--- src/hdl/assert_macros.svh ---
// ----------------------------------------------------------------------------
// Assertion macros
// Clocked on i_clk, disabled while i_rst_n is low.
// ----------------------------------------------------------------------------
`ifndef ASSERT_MACROS_SVH
`define ASSERT_MACROS_SVH

// Same-cycle implication
`define ASSERT_IMP(lbl, ante, cons, msg) \
    lbl: assert property (@(posedge i_clk) disable iff (!i_rst_n) (ante) |-> (cons)) \
        else $error(msg);

// Next-cycle implication
`define ASSERT_NXT(lbl, ante, cons, msg) \
    lbl: assert property (@(posedge i_clk) disable iff (!i_rst_n) (ante) |=> (cons)) \
        else $error(msg);

`endif

--- src/hdl/tcc_pkg.sv ---
// ----------------------------------------------------------------------------
// tcc_pkg
// Shared types for the truncated causal convolution block: commands from the
// controller to the datapath and status back.
// ----------------------------------------------------------------------------
`timescale 1ns / 1ps

package tcc_pkg;

    // Width of the sample and result ports
    localparam int PORT_W = 32;

    // Controller to datapath
    typedef struct packed {
        logic accept;   // take the input beat, store it, clear the sum
        logic step;     // read one product pair and advance k
        logic emit;     // load the result register
    } t_cmd;

    // Datapath to controller
    typedef struct packed {
        logic idx_full;   // index has reached MAX_LEN
        logic k_done;     // the pair being read is the last of this term
        logic pipe_busy;  // products still on their way to the sum
        logic out_free;   // result register can take a new beat
    } t_status;

endpackage

--- src/hdl/tcc_ctrl.sv ---
// ----------------------------------------------------------------------------
// tcc_ctrl
// Sequencer: takes one input beat, steps the multiply-accumulate through the
// stored samples, waits for the pipeline to drain and hands off the result.
// ----------------------------------------------------------------------------
`timescale 1ns / 1ps

module tcc_ctrl
    import tcc_pkg::*;
(
    input  logic    i_clk,
    input  logic    i_rst_n,
    input  logic    i_in_valid,
    input  t_status i_status,
    output t_cmd    o_cmd,
    output logic    o_in_stall
);

    typedef enum logic [2:0] {
        S_IDLE  = 3'b001,
        S_RUN   = 3'b010,
        S_DRAIN = 3'b100
    } t_state;

    t_state r_state;
    t_state n_state;

    // Decode commands and next state
    always_comb begin
        n_state      = r_state;
        o_cmd.accept = 1'b0;
        o_cmd.step   = 1'b0;
        o_cmd.emit   = 1'b0;
        unique case (r_state)
            S_IDLE: begin
                if (i_in_valid) begin
                    o_cmd.accept = 1'b1;
                    // an index past the end skips the sum altogether
                    n_state = i_status.idx_full ? S_DRAIN : S_RUN;
                end
            end
            S_RUN: begin
                o_cmd.step = 1'b1;
                if (i_status.k_done) begin
                    n_state = S_DRAIN;
                end
            end
            S_DRAIN: begin
                if (!i_status.pipe_busy && i_status.out_free) begin
                    o_cmd.emit = 1'b1;
                    n_state    = S_IDLE;
                end
            end
            default: begin
                n_state = S_IDLE;
            end
        endcase
    end

    // Hold state
    always_ff @(posedge i_clk) begin
        if (!i_rst_n) begin
            r_state <= S_IDLE;
        end else begin
            r_state <= n_state;
        end
    end

    assign o_in_stall = (r_state != S_IDLE);

endmodule

--- config.mk ---
export PLATFORM = sky130hd
export DESIGN_NAME = tcc_ctrl
export DESIGN_NICKNAME = d
export VERILOG_FILES = /design/src/hdl/assert_macros.svh /design/src/hdl/tcc_pkg.sv /design/src/hdl/tcc_ctrl.sv
export SDC_FILE = /design/constraint.sdc
export NUM_CORES = 1
export LEC_CHECK = 0
export BUFFER_PORTS_ARGS = -buffer_cell sky130_fd_sc_hd__buf_2
export CAP_MARGIN = 30
export CORE_AREA = 4 4 41 43
export CTS_CLUSTER_DIAMETER = 30
export DETAILED_ROUTE_END_ITERATION = 12
export DIE_AREA = 0 0 45 47
export HOLD_SLACK_MARGIN = 0.08
export PLACE_DENSITY = 0.47
export SYNTH_ARGS = -nofsm -noshare
export SYNTH_HDL_FRONTEND = slang
export SYNTH_SLANG_ARGS = --single-unit
export TNS_END_PERCENT = 5
--- constraint.sdc ---
create_clock -name i_clk -period 1.4 [get_ports i_clk]
set_clock_uncertainty 0.05 [all_clocks]
set_input_delay 0.14 -clock i_clk [delete_from_list [all_inputs] [get_ports i_clk]]
set_output_delay 0.14 -clock i_clk [all_outputs]
set_load 0.01 [all_outputs]
==> run_summary.xml <==
<?xml version="1.0" encoding="UTF-8"?>
<metrics>
  <group name="logic_synthesis">
    <metric name="synth_common_cells" unit="">3 x sky130_fd_sc_hd__dfxtp_1, 3 x sky130_fd_sc_hd__inv_1</metric>
    <metric name="synthesis.yosys.warnings" unit="">0</metric>
    <metric name="synth-edff-count" unit="">0</metric>
    <metric name="syn_avg_cell_area" unit="sq um">8.33</metric>
    <metric name="yosys.cell_types.count" unit="">18</metric>
    <metric name="mappedNetlistArea" unit="sq um">216</metric>
    <metric name="synthCells" unit="">26</metric>
    <metric name="ys_seq_elements" unit="">3</metric>
    <metric name="area_share_of_the_largest_cell_type_after_synthesis" unit="%">27.7</metric>
    <metric name="post_synth_main_area_contributors" unit="">sky130_fd_sc_hd__dfxtp_1 28%, sky130_fd_sc_hd__nand3b_1 6.9%, sky130_fd_sc_hd__nand2b_1 5.8%</metric>
    <metric name="yosys_most_used_dff" unit="">sky130_fd_sc_hd__dfxtp_1</metric>
    <metric name="cell_type_contributing_the_most_total_cell_area_after_synthesis" unit="">sky130_fd_sc_hd__dfxtp_1</metric>
    <metric name="synth-seq-area-share" unit="%">27.7</metric>
    <metric name="ys_async_sr_fraction" unit="%">0</metric>
    <metric name="post_synth_net_total" unit="">33</metric>
  </group>
  <group name="global_routing">
    <metric name="first_pass_grt_wire_length" unit="um">972</metric>
    <metric name="global_route.usage.total" unit="%">6.47</metric>
    <metric name="grt.overflow.total" unit="">0</metric>
    <metric name="grt_max_degree" unit="">9</metric>
    <metric name="antenna_found_initial" unit="">0</metric>
    <metric name="grt_pass1_vias" unit="">240</metric>
  </group>
  <group name="pwr">
    <metric name="p_sw" unit="mW">0.110</metric>
    <metric name="power_frac_clock" unit="%">40.2</metric>
    <metric name="pwr-share-seq" unit="%">31.7</metric>
    <metric name="static-leakage-power" unit="nW">0.165</metric>
    <metric name="cell_internal_power_dissipation" unit="mW">0.264</metric>
    <metric name="powerDensity" unit="nW/um^2">1110</metric>
    <metric name="max-vdd-ir-drop" unit="mV">0.459</metric>
    <metric name="power.share.switching" unit="%">29.4</metric>
    <metric name="power.combinational.fraction" unit="%">28.1</metric>
  </group>
  <group name="final_layout">
    <metric name="antennaDiodeCount" unit="">0</metric>
    <metric name="register_with_the_most_flip_flops" unit="">r_state</metric>
    <metric name="design.final.nets" unit="">49</metric>
    <metric name="layout.filler_cells" unit="">162</metric>
    <metric name="area_delta_synth_final" unit="%">54.9</metric>
    <metric name="stdcell_area" unit="sq um">335</metric>
    <metric name="fraction_of_final_layout_cells_with_drive_strength_greater_than_1" unit="%">51.2</metric>
    <metric name="largest_register_ffs" unit="">3</metric>
    <metric name="largestRegisters" unit="">r_state (3)</metric>
  </group>
  <group name="floorplan">
    <metric name="rows" unit="">13</metric>
    <metric name="fp.dieH" unit="um">47</metric>
    <metric name="overall_die_area" unit="sq um">2120</metric>
    <metric name="floorplan.io_pins" unit="">11</metric>
    <metric name="initial_core_util" unit="%">16.6</metric>
    <metric name="horizontal_extent_of_the_die" unit="um">45</metric>
    <metric name="placeableCoreArea" unit="sq um">1300</metric>
  </group>
  <group name="detailed_routing">
    <metric name="routed_wirelength" unit="um">547</metric>
    <metric name="detailroute.via_count" unit="">241</metric>
    <metric name="route.detailed.vias_per_inst" unit="">4.30</metric>
    <metric name="drt_pass1_iterations" unit="">3</metric>
    <metric name="drt.antenna.violating_nets" unit="">0</metric>
    <metric name="dr.first_iter.drc_count" unit="">2</metric>
    <metric name="avgRoutedWirePerCell" unit="um">9.77</metric>
    <metric name="detail_route.drc_violations" unit="">0</metric>
  </group>
  <group name="worst_setup_path">
    <metric name="critical_path.reg2reg.startpoint" unit="">r_state[0]</metric>
    <metric name="start_kind" unit="">flop</metric>
    <metric name="worst-endpoint-required" unit="ps">1210</metric>
    <metric name="timing.critical_path.slowest_cell_delay" unit="ps">330</metric>
    <metric name="cell_chain_critical_path" unit="">nand2b_1 &gt; nor4b_2 &gt; buf_2</metric>
    <metric name="critPathKind" unit="">reg -&gt; out</metric>
    <metric name="critical_path_arrival" unit="ps">1120</metric>
    <metric name="timing.critical_path.fanout_max" unit="">6</metric>
    <metric name="setup.worst_path.end_class" unit="">primary output</metric>
    <metric name="crit_slowest_cell" unit="">sky130_fd_sc_hd__dfxtp_2</metric>
    <metric name="critPathLaunch" unit="">r_state[0]</metric>
  </group>
  <group name="sta">
    <metric name="timing.final.crit_period" unit="ps">1310</metric>
    <metric name="totalNegativeSetupSlack" unit="ps">0</metric>
    <metric name="max-slew-margin-rel" unit="%">84.7</metric>
    <metric name="finalSetupViolations" unit="">0</metric>
    <metric name="timing.fmax" unit="MHz">763</metric>
    <metric name="post-route-period-util" unit="%">93.6</metric>
    <metric name="hold_violations" unit="">0</metric>
    <metric name="actual_transition_at_the_worst_max_transition_pin" unit="ps">229</metric>
    <metric name="finalMaxSlewViolations" unit="">0</metric>
    <metric name="rsz0062_at_grt" unit="">no</metric>
  </group>
  <group name="placed_design">
    <metric name="dpl_cell_area" unit="sq um">285</metric>
    <metric name="port-buffer-count" unit="">10</metric>
    <metric name="dp.final_hpwl" unit="um">433</metric>
    <metric name="gpl.final_weighted_congestion" unit="">0.701</metric>
  </group>
  <group name="clocking">
    <metric name="tritoncts" unit="">yes</metric>
    <metric name="worstSkewPairLatency" unit="ps">230</metric>
    <metric name="numCtsBuffers" unit="">3</metric>
    <metric name="clock-sinks" unit="">3</metric>
    <metric name="clkSlewWorstSetupHoldPaths" unit="ps">40</metric>
    <metric name="htree_levels" unit="">1</metric>
    <metric name="post_cts.repair.setup_buffers" unit="">0</metric>
    <metric name="clock_path_buffers" unit="">2</metric>
    <metric name="cts_root_buf" unit="">sky130_fd_sc_hd__clkbuf_4</metric>
  </group>
  <group name="min_path">
    <metric name="holdCritPathClass" unit="">in -&gt; reg</metric>
    <metric name="hp-start" unit="">i_in_valid</metric>
  </group>
  <group name="outcome">
    <metric name="run_status" unit="">completed</metric>
  </group>
  <group name="job">
    <metric name="cap_viol_max_count" unit="">0</metric>
  </group>
</metrics>
==> through the flow <==
stage,hold slack (ps),setup WS [ps],total power [mW],std cells,utilization (%)
2_1_floorplan,162,273,0.178,26,-
3_3_place_gp,318,249,0.217,51,21.9
3_5_place_dp,319,244,0.216,51,21.9
4_1_cts,183,7.41,0.378,56,24.8
5_1_grt,196,6.95,0.408,56,25.8
6_report,181,90.0,0.373,56,25.8
==> repair_timing <==
action,4_1_cts,5_1_grt
hold buffers,1,0
endpoints found under the hold margin,1,0
endpoints found under the setup margin,1,2
resized for setup,1,3
==> cell families (layout without fill, tap and decap cells) <==
family | count (synthesis) | after routing | share of synthesized area [%]
flip-flops | 3 | 3 | 27.7
AO/OA/AOI/OAI | 6 | 6 | 22.5
AND/OR/NAND/NOR | 13 | 13 | 39.9
buffers and inverters | 3 | 18 | 5.20
multiplexers | 1 | 1 | 4.62
==> final timing paths <==
kind                      to  slack [ps]  cells after the start
setup reg to reg  r_state[1]         310                      4
hold reg to reg   r_state[2]         470                      2
hold / removal    r_state[0]         180                      3
setup / recovery    o_cmd[0]          90                      3
==> cell type report <==
| class | count | area, sq um | area share (%) |
|---|---|---|---|
| Multi-Input combinational cell | 20 | 156 | 46.6 |
| Sequential cell | 3 | 62.6 | 18.7 |
| Timing Repair Buffer | 11 | 60.1 | 17.9 |
| Clock buffer | 4 | 26.3 | 7.84 |
| Tap cell | 15 | 18.8 | 5.60 |
| Inverter | 3 | 11.3 | 3.36 |
==> cells in the final DEF, fill, tap and decap left out <==
| master | count |
|---|---|
| sky130_fd_sc_hd__a211o_2 | 1 |
| sky130_fd_sc_hd__a21oi_2 | 1 |
| sky130_fd_sc_hd__and2_1 | 1 |
| sky130_fd_sc_hd__and3_1 | 1 |
| sky130_fd_sc_hd__buf_2 | 10 |
| sky130_fd_sc_hd__clkbuf_1 | 1 |
| sky130_fd_sc_hd__clkbuf_4 | 3 |
| sky130_fd_sc_hd__dfxtp_1 | 1 |
| sky130_fd_sc_hd__dfxtp_2 | 2 |
| sky130_fd_sc_hd__dlygate4sd3_1 | 1 |
| sky130_fd_sc_hd__inv_1 | 3 |
| sky130_fd_sc_hd__mux2i_1 | 1 |
| sky130_fd_sc_hd__nand2_1 | 2 |
| sky130_fd_sc_hd__nand2b_1 | 2 |
| sky130_fd_sc_hd__nand3_1 | 1 |
| sky130_fd_sc_hd__nand3b_1 | 2 |
| sky130_fd_sc_hd__nor2_1 | 1 |
| sky130_fd_sc_hd__nor2b_4 | 1 |
| sky130_fd_sc_hd__nor3b_2 | 1 |
| sky130_fd_sc_hd__nor4b_2 | 1 |
| sky130_fd_sc_hd__o21ai_0 | 2 |
| sky130_fd_sc_hd__o21bai_2 | 1 |
| sky130_fd_sc_hd__o2bb2ai_1 | 1 |
==> power groups by stage <==
| stage | registers [mW] | logic, mW | clock network, mW |
|---|---|---|---|
| 5_1_grt | 0.121 | 0.119 | 0.168 |
| 3_5_place_dp | 0.115 | 0.101 | 0 |
| 6_report | 0.118 | 0.105 | 0.150 |
| 4_1_cts | 0.115 | 0.103 | 0.160 |
| 2_1_floorplan | 0.111 | 0.0670 | 0 |
| 3_3_place_gp | 0.114 | 0.102 | 0 |
==> critical path, delay by kind of cell (launching register included) <==
kind	cells	cell delay, ps
buf+inv	1	170
flops	1	330
simple gates	2	390
==> routing by layer <==
layer | global-route usage [%] | part of all wire (%)
met5 | 0 | 0
met3 | 2.30 | 7.5
met2 | 9.60 | 47
met4 | 5.26 | 0
met1 | 7.48 | 45
Power figures use the tool's default switching activity.
